===== src/rtl/trace_gap_linear_interpolator_assert.svh =====
// ----------------------------------------------------------------------------
// Assertion macros for the trace gap interpolator
// Short forms for immediate-implication and next-cycle checks.
// ----------------------------------------------------------------------------
`ifndef TRACE_GAP_LINEAR_INTERPOLATOR_ASSERT_SVH
`define TRACE_GAP_LINEAR_INTERPOLATOR_ASSERT_SVH

// antecedent implies consequent in the same cycle
`define TGLI_ASSERT_IMPLY(lbl, clk, rst, ante, cons, msg) \
  lbl: assert property (@(posedge clk) disable iff (rst) (ante) |-> (cons)) else $error(msg);

// antecedent implies consequent in the next cycle
`define TGLI_ASSERT_NEXT(lbl, clk, rst, ante, cons, msg) \
  lbl: assert property (@(posedge clk) disable iff (rst) (ante) |=> (cons)) else $error(msg);

`endif


===== src/rtl/tgli_pkg.sv =====
// ----------------------------------------------------------------------------
// tgli_pkg
// Widths, register codes and transaction types of the trace gap interpolator.
// ----------------------------------------------------------------------------
`default_nettype none

package tgli_pkg;

  localparam int TRACE_W    = 20;
  localparam int COORD_W    = 40;
  localparam int SP_W       = 32;
  localparam int SP_FRAC    = 8;

  // widest gap that is still filled
  localparam int MAX_GAP    = 32;
  localparam int DEN_W      = $clog2(MAX_GAP + 1);

  // lanes: difference of two coordinates needs one extra bit
  localparam int LANE_W     = COORD_W + 1;
  localparam int MAG_W      = COORD_W;
  localparam int DIV_STEPS  = MAG_W;
  localparam int NUM_LANES  = 3;
  localparam int LANE_X     = 0;
  localparam int LANE_Y     = 1;
  localparam int LANE_SP    = 2;

  localparam int JOB_DEPTH  = 2;
  localparam int OUT_DEPTH  = 2;

  localparam int CFG_IDX_W  = 2;
  localparam int CFG_DATA_W = TRACE_W;

  localparam logic [CFG_IDX_W-1:0] REG_RANGE_LOW  = 2'd0;
  localparam logic [CFG_IDX_W-1:0] REG_RANGE_HIGH = 2'd1;
  localparam logic [CFG_IDX_W-1:0] REG_USE_SP     = 2'd2;

  typedef struct packed {
    logic        [TRACE_W-1:0] trace_number;
    logic signed [COORD_W-1:0] coord_x;
    logic signed [COORD_W-1:0] coord_y;
    logic signed [SP_W-1:0]    shotpoint;
    logic                      end_of_line;
  } in_item_t;

  typedef struct packed {
    logic        [TRACE_W-1:0] out_trace;
    logic signed [COORD_W-1:0] out_x;
    logic signed [COORD_W-1:0] out_y;
    logic signed [SP_W-1:0]    out_sp;
    logic                      is_interpolated;
    logic                      gap_too_large;
    logic                      last_of_run;
  } result_t;

  // work handed from the front to the back; shotpoints already resolved
  typedef struct packed {
    logic        [TRACE_W-1:0] prev_trace;
    logic signed [COORD_W-1:0] prev_x;
    logic signed [COORD_W-1:0] prev_y;
    logic signed [SP_W-1:0]    prev_sp;
    logic        [TRACE_W-1:0] cur_trace;
    logic signed [COORD_W-1:0] cur_x;
    logic signed [COORD_W-1:0] cur_y;
    logic signed [SP_W-1:0]    cur_sp;
    logic        [DEN_W-1:0]   den;
    logic                      emit_prev;
    logic                      gap_big;
    logic                      do_interp;
    logic                      emit_cur;
  } job_t;

  // trace number as a Q24.8 shotpoint
  function automatic logic signed [SP_W-1:0] trace_to_sp(input logic [TRACE_W-1:0] t);
    trace_to_sp = SP_W'({t, {SP_FRAC{1'b0}}});
  endfunction

endpackage

`default_nettype wire


===== src/rtl/tgli_fifo.sv =====
// ----------------------------------------------------------------------------
// tgli_fifo
// Small register queue, first word fall-through.
// ----------------------------------------------------------------------------
`default_nettype none

module tgli_fifo #(
  parameter int WIDTH = 8,
  parameter int DEPTH = 2
) (
  input  logic             clk,
  input  logic             rst,
  input  logic             push,
  input  logic [WIDTH-1:0] wdata,
  output logic             full,
  input  logic             pop,
  output logic [WIDTH-1:0] rdata,
  output logic             empty
);

  localparam int PTR_W = (DEPTH > 1) ? $clog2(DEPTH) : 1;
  localparam int CNT_W = $clog2(DEPTH + 1);

  logic [WIDTH-1:0] mem [DEPTH];
  logic [PTR_W-1:0] wr_ptr;
  logic [PTR_W-1:0] rd_ptr;
  logic [CNT_W-1:0] count;
  logic             do_push;
  logic             do_pop;

  assign full    = (count == CNT_W'(DEPTH));
  assign empty   = (count == '0);
  assign do_push = push && !full;
  assign do_pop  = pop && !empty;
  assign rdata   = mem[rd_ptr];

  always_ff @(posedge clk) begin
    if (do_push) begin
      mem[wr_ptr] <= wdata;
    end
  end

  always_ff @(posedge clk) begin
    if (rst) begin
      wr_ptr <= '0;
      rd_ptr <= '0;
      count  <= '0;
    end else begin
      if (do_push) begin
        wr_ptr <= (wr_ptr == PTR_W'(DEPTH - 1)) ? '0 : wr_ptr + PTR_W'(1);
      end
      if (do_pop) begin
        rd_ptr <= (rd_ptr == PTR_W'(DEPTH - 1)) ? '0 : rd_ptr + PTR_W'(1);
      end
      if (do_push && !do_pop) begin
        count <= count + CNT_W'(1);
      end else if (do_pop && !do_push) begin
        count <= count - CNT_W'(1);
      end
    end
  end

endmodule

`default_nettype wire


===== src/rtl/tgli_front.sv =====
// ----------------------------------------------------------------------------
// tgli_front
// Holds the configuration and the previous known point, classifies each
// incoming point and queues the work for the back end.
// ----------------------------------------------------------------------------
`default_nettype none

module tgli_front import tgli_pkg::*; (
  input  logic                  clk,
  input  logic                  rst,
  input  logic                  push,
  input  in_item_t              item,
  output logic                  full,
  input  logic                  cfg_we,
  input  logic [CFG_IDX_W-1:0]  cfg_index,
  input  logic [CFG_DATA_W-1:0] cfg_data,
  input  logic                  job_full,
  output logic                  job_push,
  output job_t                  job
);

  logic [TRACE_W-1:0]      range_low;
  logic [TRACE_W-1:0]      range_high;
  logic                    use_sp;
  logic                    have_prev;
  logic [TRACE_W-1:0]      prev_trace;
  logic signed [COORD_W-1:0] prev_x;
  logic signed [COORD_W-1:0] prev_y;
  logic signed [SP_W-1:0]  prev_sp;

  logic                    accept;
  logic                    prev_in;
  logic                    cur_in;
  logic                    ascending;
  logic [TRACE_W-1:0]      gap_len;
  logic                    gap_big;

  always_comb begin
    accept    = push && !job_full;
    prev_in   = have_prev && (prev_trace >= range_low) && (prev_trace <= range_high);
    cur_in    = (item.trace_number >= range_low) && (item.trace_number <= range_high);
    ascending = item.trace_number > prev_trace;
    gap_len   = item.trace_number - prev_trace;
    gap_big   = prev_in && ascending && (gap_len > TRACE_W'(MAX_GAP));

    job.prev_trace = prev_trace;
    job.prev_x     = prev_x;
    job.prev_y     = prev_y;
    job.prev_sp    = use_sp ? prev_sp : trace_to_sp(prev_trace);
    job.cur_trace  = item.trace_number;
    job.cur_x      = item.coord_x;
    job.cur_y      = item.coord_y;
    job.cur_sp     = use_sp ? item.shotpoint : trace_to_sp(item.trace_number);
    job.den        = gap_len[DEN_W-1:0];
    job.emit_prev  = prev_in;
    job.gap_big    = gap_big;
    // a gap of one trace has nothing to fill
    job.do_interp  = prev_in && ascending && !gap_big && (gap_len >= TRACE_W'(2));
    job.emit_cur   = item.end_of_line && cur_in;

    job_push = accept && (job.emit_prev || job.emit_cur);
    full     = job_full;
  end

  always_ff @(posedge clk) begin
    if (rst) begin
      range_low  <= '0;
      range_high <= '1;
      use_sp     <= 1'b0;
      have_prev  <= 1'b0;
      prev_trace <= '0;
      prev_x     <= '0;
      prev_y     <= '0;
      prev_sp    <= '0;
    end else begin
      if (cfg_we) begin
        case (cfg_index)
          REG_RANGE_LOW:  range_low  <= cfg_data[TRACE_W-1:0];
          REG_RANGE_HIGH: range_high <= cfg_data[TRACE_W-1:0];
          REG_USE_SP:     use_sp     <= cfg_data[0];
          default: ;
        endcase
      end
      if (accept) begin
        if (item.end_of_line) begin
          have_prev <= 1'b0;
        end else begin
          have_prev  <= 1'b1;
          prev_trace <= item.trace_number;
          prev_x     <= item.coord_x;
          prev_y     <= item.coord_y;
          prev_sp    <= item.shotpoint;
        end
      end
    end
  end

endmodule

`default_nettype wire


===== src/rtl/tgli_back.sv =====
// ----------------------------------------------------------------------------
// tgli_back
// Emits the held point, fills the gap by linear interpolation and emits the
// closing point. One bit-serial divider per lane gives |cur - prev| / gap;
// the points then follow by accumulating quotient and remainder.
// ----------------------------------------------------------------------------
`default_nettype none

module tgli_back import tgli_pkg::*; (
  input  logic    clk,
  input  logic    rst,
  input  logic    job_empty,
  input  job_t    job_head,
  output logic    job_pop,
  input  logic    res_full,
  output logic    res_push,
  output result_t res
);

  localparam int CNT_W = $clog2(DIV_STEPS + 1);

  typedef enum logic [2:0] {S_IDLE, S_PREV, S_DIV, S_INTERP, S_CUR} state_t;

  state_t                    state;
  job_t                      job;
  logic [CNT_W-1:0]          div_cnt;
  logic [TRACE_W-1:0]        t;
  logic [MAG_W-1:0]          dvd   [NUM_LANES];
  logic [DEN_W-1:0]          rem   [NUM_LANES];
  logic                      neg   [NUM_LANES];
  logic signed [LANE_W-1:0]  sacc  [NUM_LANES];
  logic [DEN_W-1:0]          racc  [NUM_LANES];
  logic signed [LANE_W-1:0]  step  [NUM_LANES];
  logic signed [LANE_W-1:0]  step1 [NUM_LANES];

  logic signed [LANE_W-1:0]  head_p    [NUM_LANES];
  logic signed [LANE_W-1:0]  head_c    [NUM_LANES];
  logic signed [LANE_W-1:0]  p_lane    [NUM_LANES];
  logic [MAG_W-1:0]          mag_ld    [NUM_LANES];
  logic                      neg_ld    [NUM_LANES];
  logic [DEN_W:0]            trial     [NUM_LANES];
  logic                      ge        [NUM_LANES];
  logic [DEN_W-1:0]          rem_step  [NUM_LANES];
  logic [MAG_W-1:0]          dvd_step  [NUM_LANES];
  logic [LANE_W-1:0]         uq_ext    [NUM_LANES];
  logic signed [LANE_W-1:0]  step_c    [NUM_LANES];
  logic signed [LANE_W-1:0]  step1_c   [NUM_LANES];
  logic [DEN_W:0]            r_sum     [NUM_LANES];
  logic                      carry     [NUM_LANES];
  logic [DEN_W-1:0]          r_next    [NUM_LANES];
  logic signed [LANE_W-1:0]  s_next    [NUM_LANES];
  logic signed [LANE_W-1:0]  pt        [NUM_LANES];
  logic [TRACE_W-1:0]        t_next;
  logic                      last_interp;
  logic                      res_valid;

  always_comb begin
    head_p[LANE_X]  = LANE_W'(job_head.prev_x);
    head_p[LANE_Y]  = LANE_W'(job_head.prev_y);
    head_p[LANE_SP] = LANE_W'(job_head.prev_sp);
    head_c[LANE_X]  = LANE_W'(job_head.cur_x);
    head_c[LANE_Y]  = LANE_W'(job_head.cur_y);
    head_c[LANE_SP] = LANE_W'(job_head.cur_sp);
    p_lane[LANE_X]  = LANE_W'(job.prev_x);
    p_lane[LANE_Y]  = LANE_W'(job.prev_y);
    p_lane[LANE_SP] = LANE_W'(job.prev_sp);

    for (int i = 0; i < NUM_LANES; i++) begin
      neg_ld[i] = head_c[i] < head_p[i];
      mag_ld[i] = neg_ld[i] ? MAG_W'(head_p[i] - head_c[i])
                            : MAG_W'(head_c[i] - head_p[i]);

      // restoring division, one quotient bit per cycle
      trial[i]    = {rem[i], dvd[i][MAG_W-1]};
      ge[i]       = trial[i] >= {1'b0, job.den};
      rem_step[i] = ge[i] ? DEN_W'(trial[i] - {1'b0, job.den}) : trial[i][DEN_W-1:0];
      dvd_step[i] = {dvd[i][MAG_W-2:0], ge[i]};

      // signed per-trace increment and the same with the remainder carry
      uq_ext[i]  = {1'b0, dvd[i]};
      step_c[i]  = neg[i] ? $signed(~uq_ext[i] + LANE_W'(1)) : $signed(uq_ext[i]);
      step1_c[i] = neg[i] ? $signed(~uq_ext[i]) : $signed(uq_ext[i] + LANE_W'(1));

      r_sum[i]  = {1'b0, racc[i]} + {1'b0, rem[i]};
      carry[i]  = r_sum[i] >= {1'b0, job.den};
      r_next[i] = carry[i] ? DEN_W'(r_sum[i] - {1'b0, job.den}) : r_sum[i][DEN_W-1:0];
      s_next[i] = sacc[i] + (carry[i] ? step1[i] : step[i]);

      pt[i] = p_lane[i] + sacc[i];
    end

    t_next      = t + TRACE_W'(1);
    last_interp = t_next == job.cur_trace;
  end

  always_comb begin
    res       = '0;
    res_valid = 1'b0;
    case (state)
      S_PREV: begin
        res_valid         = 1'b1;
        res.out_trace     = job.prev_trace;
        res.out_x         = job.prev_x;
        res.out_y         = job.prev_y;
        res.out_sp        = job.prev_sp;
        res.gap_too_large = job.gap_big;
        res.last_of_run   = !job.do_interp && !job.emit_cur;
      end
      S_INTERP: begin
        res_valid           = 1'b1;
        res.out_trace       = t;
        res.out_x           = pt[LANE_X][COORD_W-1:0];
        res.out_y           = pt[LANE_Y][COORD_W-1:0];
        res.out_sp          = pt[LANE_SP][SP_W-1:0];
        res.is_interpolated = 1'b1;
        res.last_of_run     = last_interp && !job.emit_cur;
      end
      S_CUR: begin
        res_valid       = 1'b1;
        res.out_trace   = job.cur_trace;
        res.out_x       = job.cur_x;
        res.out_y       = job.cur_y;
        res.out_sp      = job.cur_sp;
        res.last_of_run = 1'b1;
      end
      default: ;
    endcase
    res_push = res_valid && !res_full;
    job_pop  = (state == S_IDLE) && !job_empty;
  end

  always_ff @(posedge clk) begin
    if (rst) begin
      state   <= S_IDLE;
      div_cnt <= '0;
    end else begin
      // a new job reloads the dividers instead
      if (div_cnt != '0 && !job_pop) begin
        div_cnt <= div_cnt - CNT_W'(1);
        dvd     <= dvd_step;
        rem     <= rem_step;
      end
      case (state)
        S_IDLE: begin
          if (!job_empty) begin
            job     <= job_head;
            div_cnt <= CNT_W'(DIV_STEPS);
            for (int i = 0; i < NUM_LANES; i++) begin
              dvd[i] <= mag_ld[i];
              rem[i] <= '0;
              neg[i] <= neg_ld[i];
            end
            state <= job_head.emit_prev ? S_PREV : S_CUR;
          end
        end
        S_PREV: begin
          if (!res_full) begin
            if (job.do_interp) begin
              state <= S_DIV;
            end else if (job.emit_cur) begin
              state <= S_CUR;
            end else begin
              state <= S_IDLE;
            end
          end
        end
        S_DIV: begin
          if (div_cnt == '0) begin
            sacc  <= step_c;
            step  <= step_c;
            step1 <= step1_c;
            racc  <= rem;
            t     <= job.prev_trace + TRACE_W'(1);
            state <= S_INTERP;
          end
        end
        S_INTERP: begin
          if (!res_full) begin
            sacc <= s_next;
            racc <= r_next;
            t    <= t_next;
            if (last_interp) begin
              state <= job.emit_cur ? S_CUR : S_IDLE;
            end
          end
        end
        S_CUR: begin
          if (!res_full) begin
            state <= S_IDLE;
          end
        end
        default: state <= S_IDLE;
      endcase
    end
  end

endmodule

`default_nettype wire


===== src/rtl/trace_gap_linear_interpolator.sv =====
// ----------------------------------------------------------------------------
// trace_gap_linear_interpolator
// Known points of a survey line go in on a push/full queue port; the held
// point, linearly interpolated points for every missing trace number, and on
// end of line the closing point come out on an empty/pop queue port. A point
// that closes a gap of n traces (2 <= n <= MAX_GAP) passes the back end in
// order: it takes the work, emits the held point, waits for the bit-serial
// dividers that form |cur - prev| / n for X, Y and shotpoint, emits the
// filled points and, when it also ends the line, the closing point. Points
// that need no interpolation skip the dividers.
// A two-deep work queue lets the front accept the next points while the back
// is still busy; a two-deep result queue lets the back run ahead of pop.
// Configuration writes take effect at once and are meant for idle periods.
// ----------------------------------------------------------------------------
`default_nettype none

`include "trace_gap_linear_interpolator_assert.svh"

module trace_gap_linear_interpolator import tgli_pkg::*; #(
  parameter int JOB_QUEUE_DEPTH = JOB_DEPTH,
  parameter int OUT_QUEUE_DEPTH = OUT_DEPTH
) (
  input  logic                  clk,
  input  logic                  rst,
  input  logic                  push,
  input  in_item_t              item,
  output logic                  full,
  output logic                  empty,
  input  logic                  pop,
  output result_t               result,
  input  logic                  cfg_we,
  input  logic [CFG_IDX_W-1:0]  cfg_index,
  input  logic [CFG_DATA_W-1:0] cfg_data
);

  logic                    job_push;
  logic                    job_full;
  logic                    job_empty;
  logic                    job_pop;
  job_t                    job_in;
  logic [$bits(job_t)-1:0] job_rdata;
  job_t                    job_head;
  logic                    res_push;
  logic                    res_full;
  result_t                 res;
  logic [$bits(result_t)-1:0] res_rdata;

  tgli_front u_front (
    .clk       (clk),
    .rst       (rst),
    .push      (push),
    .item      (item),
    .full      (full),
    .cfg_we    (cfg_we),
    .cfg_index (cfg_index),
    .cfg_data  (cfg_data),
    .job_full  (job_full),
    .job_push  (job_push),
    .job       (job_in)
  );

  tgli_fifo #(
    .WIDTH ($bits(job_t)),
    .DEPTH (JOB_QUEUE_DEPTH)
  ) u_job_q (
    .clk   (clk),
    .rst   (rst),
    .push  (job_push),
    .wdata (job_in),
    .full  (job_full),
    .pop   (job_pop),
    .rdata (job_rdata),
    .empty (job_empty)
  );

  assign job_head = job_t'(job_rdata);

  tgli_back u_back (
    .clk       (clk),
    .rst       (rst),
    .job_empty (job_empty),
    .job_head  (job_head),
    .job_pop   (job_pop),
    .res_full  (res_full),
    .res_push  (res_push),
    .res       (res)
  );

  tgli_fifo #(
    .WIDTH ($bits(result_t)),
    .DEPTH (OUT_QUEUE_DEPTH)
  ) u_out_q (
    .clk   (clk),
    .rst   (rst),
    .push  (res_push),
    .wdata (res),
    .full  (res_full),
    .pop   (pop),
    .rdata (res_rdata),
    .empty (empty)
  );

  assign result = result_t'(res_rdata);

  `TGLI_ASSERT_IMPLY(a_res_no_overflow, clk, rst, res_push, !res_full, "result written into full queue")
  `TGLI_ASSERT_IMPLY(a_job_no_overflow, clk, rst, job_push, !job_full, "work written into full queue")
  `TGLI_ASSERT_IMPLY(a_gap_flag_known, clk, rst, res_push && res.gap_too_large, !res.is_interpolated, "gap flag on interpolated point")
  `TGLI_ASSERT_NEXT(a_pop_busy, clk, rst, job_pop, !job_pop, "back end took two jobs in a row")

endmodule

`default_nettype wire


===== config.mk =====
export PLATFORM = sky130hd
export DESIGN_NAME = trace_gap_linear_interpolator
export DESIGN_NICKNAME = d
export VERILOG_FILES = /design/src/rtl/tgli_pkg.sv /design/src/rtl/tgli_fifo.sv /design/src/rtl/tgli_front.sv /design/src/rtl/tgli_back.sv /design/src/rtl/trace_gap_linear_interpolator.sv
export VERILOG_INCLUDE_DIRS = /design/src /design/src/rtl
export SDC_FILE = /design/constraint.sdc
export NUM_CORES = 2
export LEC_CHECK = 0
export BUFFER_PORTS_ARGS = -buffer_cell sky130_fd_sc_hd__buf_2
export CAP_MARGIN = 20
export CORE_UTILIZATION = 39
export DETAILED_ROUTE_END_ITERATION = 10
export HOLD_SLACK_MARGIN = 0.02
export PLACE_DENSITY = 0.64
export SKIP_CTS_REPAIR_TIMING = 1
export SYNTH_ARGS = -nofsm -noshare
export SYNTH_HDL_FRONTEND = slang
export SYNTH_SLANG_ARGS = --single-unit

===== constraint.sdc =====
create_clock -name clk -period 17.1 [get_ports clk]
set_input_delay 2.565 -clock clk [delete_from_list [all_inputs] [get_ports clk]]
set_output_delay 2.565 -clock clk [all_outputs]
set_load 0.01 [all_outputs]

======== Word-level counts from Yosys, hierarchy flattened ========
Memories as Yosys holds them, arrays and structs flattened. A register that Yosys moved wholly into a read port is not among the register bits.
Cells that the tools add are included.
cells by class
  add/sub/neg operators ................... 39
  magnitude comparators ................... 16
  equal/unequal tests ..................... 15
  muxes and demuxes ....................... 74
  bitwise logic cells ..................... 6
  reductions and logical operators ........ 54
operator list
  kind                     number
  $pmux W132 S3            1
  $mux W41                 9
  $mux W120                3
  $mux W123                2
  $pmux W123 S2            1
  $sub A40 B40 Y40         4
  $add A40 B1 Y41 const B  3
  $add A41 B1 Y41 const B  3
  $add A41 B41 Y41         3
  $not A40 Y41             3
  $mux W40                 3
  $mux W18                 5
  $add A40 B40 Y40         2
  $lt A40 B40 Y1           2
  $sub A32 B32 Y33         2
  $mux W32                 2
  $mux W6                  9
  $ge A7 B6 Y1             6
  $add A20 B1 Y20 const B  2
  $ge A20 B20 Y1           2
  $le A20 B20 Y1           2
  $mux W20                 2
  $pmux W20 S2             1
  $pmux W18 S2             1
  other kinds (39)         131
word-level totals
  bits in registers ....................... 1009
  RAM bits ................................ 821
  input bits .............................. 160
  output and inout bits ................... 137
  logic and storage cells ................. 254
  memories kept ........................... 3
memories
  memory       words  width  read ports  clocked after Yosys merged registers in  write ports  line             RTL
  u_job_q.mem  2      274    1           1                                        1            tgli_fifo.sv:24  logic [WIDTH-1:0] mem [DEPTH];
  u_out_q.mem  2      135    1           1                                        1            tgli_fifo.sv:24
  u_back.neg   3      1      3           0                                        3            tgli_back.sv:30  logic neg [NUM_LANES];

======== Longest topological paths before layout ========
  word-level depth ........................ 10
  mapped depth ............................ 29
  depth with buffers taken out ............ 26

======== By module ========
Synthesis repeated with hierarchy kept, for this count alone.
unflattened totals
  cell total of the unflattened synthesis .. 9790
  area, all modules ....................... 104899.4 µm²
by module, submodules not included
  module                times used  cells each  area each (µm²)  seq. area each (µm²)
  tgli_back             1           7102        64220.3          23842.9
  tgli_fifo at u_job_q  1           877         20090.5          16555.9
  tgli_front            1           1366        10436.3          3483.3
  tgli_fifo at u_out_q  1           445         10152.2          8207.9

======== Worst setup path before layout ========
OpenSTA, ideal clock, no wires.
  path type ............................... input to register
  start point ............................. input port item[113] (netlist name)
  end point ............................... memory u_job_q.mem[0][0] (netlist name) (enable)
  library setup time ...................... 0.915 ns
  arrival ................................. 15.424 ns
  data required time ...................... 16.185 ns
  setup slack ............................. 0.761 ns
  cell stages on the path ................. 12
  path buffers ............................ 0
  path through ............................ inv_1 ha_1 nand2b_1 a21o_1 a21o_1 a21oi_1 nor3_1 nor3_1 a2111oi_0 o311a_1 o21bai_1 nor2_1
RTL lines
  element          line                                 RTL
  start, declared  trace_gap_linear_interpolator.sv:26  input in_item_t item,
  end, declared    tgli_fifo.sv:24

======== Worst setup path in the final report ========
  start point ............................. register u_back.rem[12] (netlist name)
  end point ............................... register u_back.sacc[120] (netlist name), data pin
between the ends
  longest elaborated chain between the ends .. 6
RTL lines
  element                 line              RTL
  start, declared         tgli_back.sv:29   logic [DEN_W-1:0] rem [NUM_LANES];
  start signal, assigned  tgli_back.sv:141  rem <= rem_step;
  $add A6 B6 Y7           tgli_back.sv:84   r_sum[i] = {1'b0, racc[i]} + {1'b0, rem[i]};
  $ge A7 B6 Y1            tgli_back.sv:85   carry[i] = r_sum[i] >= {1'b0, job.den};
  $mux W41                tgli_back.sv:87   s_next[i] = sacc[i] + (carry[i] ? step1[i] : step[i]);
  $add A41 B41 Y41        tgli_back.sv:87
  $mux W123               tgli_back.sv:178  if (!res_full) begin
  $pmux W123 S2           tgli_back.sv:143  case (state)
  end signal, assigned    tgli_back.sv:169  sacc <= step_c;
  end signal, assigned    tgli_back.sv:179  sacc <= s_next;
  end, declared           tgli_back.sv:31   logic signed [LANE_W-1:0] sacc [NUM_LANES];
No other way between the ends. The select of a mux whose other input is x is not followed.
A chain may end at the register's enable or synchronous reset.

==> summary.md <==
| Metric | Value |
|---|---|
| Status | complete, no violations |
| Mapped Nets | 10265 |
| VDD IR-drop max | 0.0001459 V |
| Chip Width | 513.8 um |
| Design Power | 21.36 mW |
| Routability cong. | between 0.9 and 1 |
| Commonest non-fill, non-tap cell in the layout | edfxtp_1 |
| Flop pwr share | 0.311 |
| CTS tree | done |
| Initial core utilization | 0.3930 |
| TritonRoute pass-1 iters | 6 |
| Critical path startpoint category | flop |
| Pleak | 42.96 nW |
| Clk root buf | clkbuf_16 |
| Setup-failing EPs final | 0 |
| Critical path buffer and inverter count | 2 |
| WP data arrival | about 8.4 ns |
| Dpl cell area | between 100000 and 150000 um^2 |
| Sw Pwr | 8.828 mW |
| Final ANT Viol Nets | 0 |
| FF+latch count, synth | 1799 |
| Full die area | 264000 um^2 |
| CP Max Fanout | 26 |
| FFs w/ async S/R, synth | 0 |
| Mapped cell area | approximately 100000 um^2 |
| Setup TNS | 0 ns |
| Normalized max-slew margin | 0.1278 |
| Critical path's slowest cell | o311ai_0 |
| CTS Sinks | 1799 |
| Crit-path most repeated cell | a21o_1 |
| Avg Synthesized Cell Area | between 10 and 15 um^2 |
| Sequential fraction of the synthesis area | 0.5099 |
| PortBufs | 296 |
| Detailed Route Iter0 Violations | 6370 |
| # nets final | 10326 |
| Period utilization | 0.4577 |
| Max_cap viols | 0 |
| Power share of the combinational group | 0.481 |
| Unique masters post-synth | 86 |
| CTS H-Tree Depth | 4 |
| Slew @ Worst Pin | 1.308 ns |
| Setup CP Type | reg -> reg |
| Vias in the first global route | 71692 |
| Clock skew | 0.05618 ns |
| I/O pin cnt | 297 |
| Post-synth EDFFs | between 1500 and 2000 |
| Clock tree buffer depth | 3 |
| Clk pwr share | 0.209 |
| Largest delay share family, worst path | compound AO/OA/AOI/OAI gates |
| Share of layout cells above drive strength 1 | 0.1154 |
| Final Max Tran Viols | 0 |
| P_int | ~13 mW |
| Gr usage total | 0.2216 |
| TritonCTS Buffers | between 150 and 200 |
| CP peak stage delay | around 0.66 ns |
| DR WL/cell | roughly 23 um |
| Register Area | roughly 52000 um^2 |
| FMAX | 127.8 MHz |
| Post-DP HPWL | 219.2 mm |
| Vias per inst | 5.589 |
| GRT Residual Overflow | 0 |
| Area grow syn2layout | 11.38% |
| Final Hold Viols | 0 |
| CP endpoint kind | flop |
| Core ar. | 259900 um^2 |
| Fill cells | 24214 |
| Hold WC Path Type | reg -> reg |
| Net Sw Frac | 0.4133 |
| Area occupied by multi-input gates | 46510 um^2 |
| Most frequent cells in the layout | 1606 x edfxtp_1, 1042 x nand2_1, 850 x a21oi_1, 607 x ha_1, 503 x o21ai_0 |
| Vias after detailed routing | 73915 |
| First-pass GRT wire length | 447.5 mm |
| Antenna violations before repair | 48 |
| Predominant post-synthesis flop cell | edfxtp_1 |
| Standard-cell row count | roughly 190 |
| Crit path time final | around 7.8 ns |
| Non-Filler Instances | 13224 |
| Clock latency on the worst-skew pair | 0.86 ns |
| Ys Warns | 0 |
| Critical Path RT | 17.66 ns |
| Syn Inst Count | 9476 |
| Clk slew on worst S/H paths | 0.06 ns |
| RSZ-0062 raised after global routing | false |
| Design area | 113800 um^2 |
| DRC viols | 0 |
| Pwr/cell area | 187.7 nW/um^2 |
| Placed cell count | 12832 |
| Die Y | 513.8 um |
| Final wirelength | 302.4 mm |
| Pin count of the biggest net entering global routing | approximately 150 |
## power by group through the flow
| stage | Clock, mW | Combinational, mW | Sequential, mW |
|---|---|---|---|
| after floorplan | 0 | 7.63 | 6.46 |
| after global placement | 0 | 10.0 | 6.69 |
| after detailed placement | 0 | 10.1 | 6.72 |
| after CTS | 4.54 | 10.2 | 6.63 |
| after global routing | 4.70 | 11.2 | 6.72 |
| final | 4.46 | 10.3 | 6.64 |
## cell type report
type	count	share of cell area
timing repair buffer	386	0.01966
sequential	1799	0.4579
clock buffer	252	0.04755
inverter	456	0.01515
tap	3496	0.03844
multi-input combinational	6696	0.4088
antenna	17	0.0003739
clock inverter	122	0.01214
## synthesized netlist by cell type (58+ instances only)
cell type  number  area share
nor2b_1        65      0.0040
a21o_1        314       0.023
nor2_1        486       0.018
nand2_1      1043       0.038
o31ai_1        62      0.0046
buf_1          68      0.0025
mux2i_1       349       0.034
a21oi_1       852       0.042
inv_1         454       0.017
ha_1          607       0.074
nand4_1        94      0.0058
a211oi_1       75      0.0055
nor3_1        108      0.0053
clkbuf_1      447       0.016
a22oi_1        58      0.0043
a31oi_1       134      0.0082
and3_1        120      0.0073
o21ai_0       503       0.025
nand2b_1       63      0.0039
edfxtp_1     1606        0.47
o21a_1         59      0.0043
dfxtp_1       193       0.038
o211ai_1       60      0.0044
o21bai_1       97      0.0071
xnor2_1       420       0.036
xor2_1        182       0.016
nand3_1       125      0.0061
mux2_2        330       0.036
## flip-flops by register name, indices dropped and copies added (netlist names), 18 cells and up, named ones only
register / cells
u_back.step: 112
u_front.prev_sp: 32
u_back.dvd: 120
u_back.job: 273
u_front.prev_trace: 20
u_job_q.mem: 548
u_back.rem: 18
u_back.step1: 112
u_back.racc: 18
u_front.prev_x: 40
u_out_q.mem: 270
u_back.t: 20
u_front.range_low: 20
u_back.sacc: 112
u_front.prev_y: 40
u_front.range_high: 20
## metal layers
layer  global-route usage  vias to the layer above  share of wire
met5                    0                        -        0.00027
met2               0.3640                     2402           0.47
met4              0.08137                       14          0.035
met1               0.2937                    36133           0.44
li1                     -                    34874              -
met3              0.03479                      492          0.060
## tightest hold or removal path, cell delays in order, from the launching register on
cell,delay [ns]
dfxtp_1,0.30
nand2_1,0.05
a21oi_1,0.05
## stage by stage
stage | util | setup slack (ns) | hold slack (ns)
final | 0.4377 | 9.274 | 0.4496
after CTS | 0.4374 | 9.432 | 0.4379
after global placement | 0.4112 | 8.805 | 0.4291
after detailed placement | 0.4113 | 8.801 | 0.4367
after global routing | 0.4377 | 8.915 | 0.4499
after floorplan | - | 0.7607 | 0.4254
## kinds of logic (layout without fill, tap and decap cells)
family                     Yosys count  in the layout  synth area share
xor gates and xnor gates           602            602           0.05161
and+or+nand+nor                   2330           2330            0.1041
other                                0             17                 0
muxes                              679            679           0.07057
AOI/OAI and AO/OA                 2456           2456            0.1489
buffers and inverters              981           1216           0.03623
adders and majority gates          629            629           0.07865
DFF                               1799           1799            0.5099
## worst paths after layout
path / startpoint / endpoint / slack, ns / depth (start not counted)
max: u_back.rem[12] / u_back.sacc[120] / 9.27 / 25
min: u_front.prev_sp[5] / u_front.prev_sp[5] / 0.45 / 2
max reg2reg: u_back.rem[12] / u_back.sacc[120] / 9.27 / 25
min reg2reg: u_front.prev_sp[5] / u_front.prev_sp[5] / 0.45 / 2
Note: power is estimated with default switching activity, not from simulation.
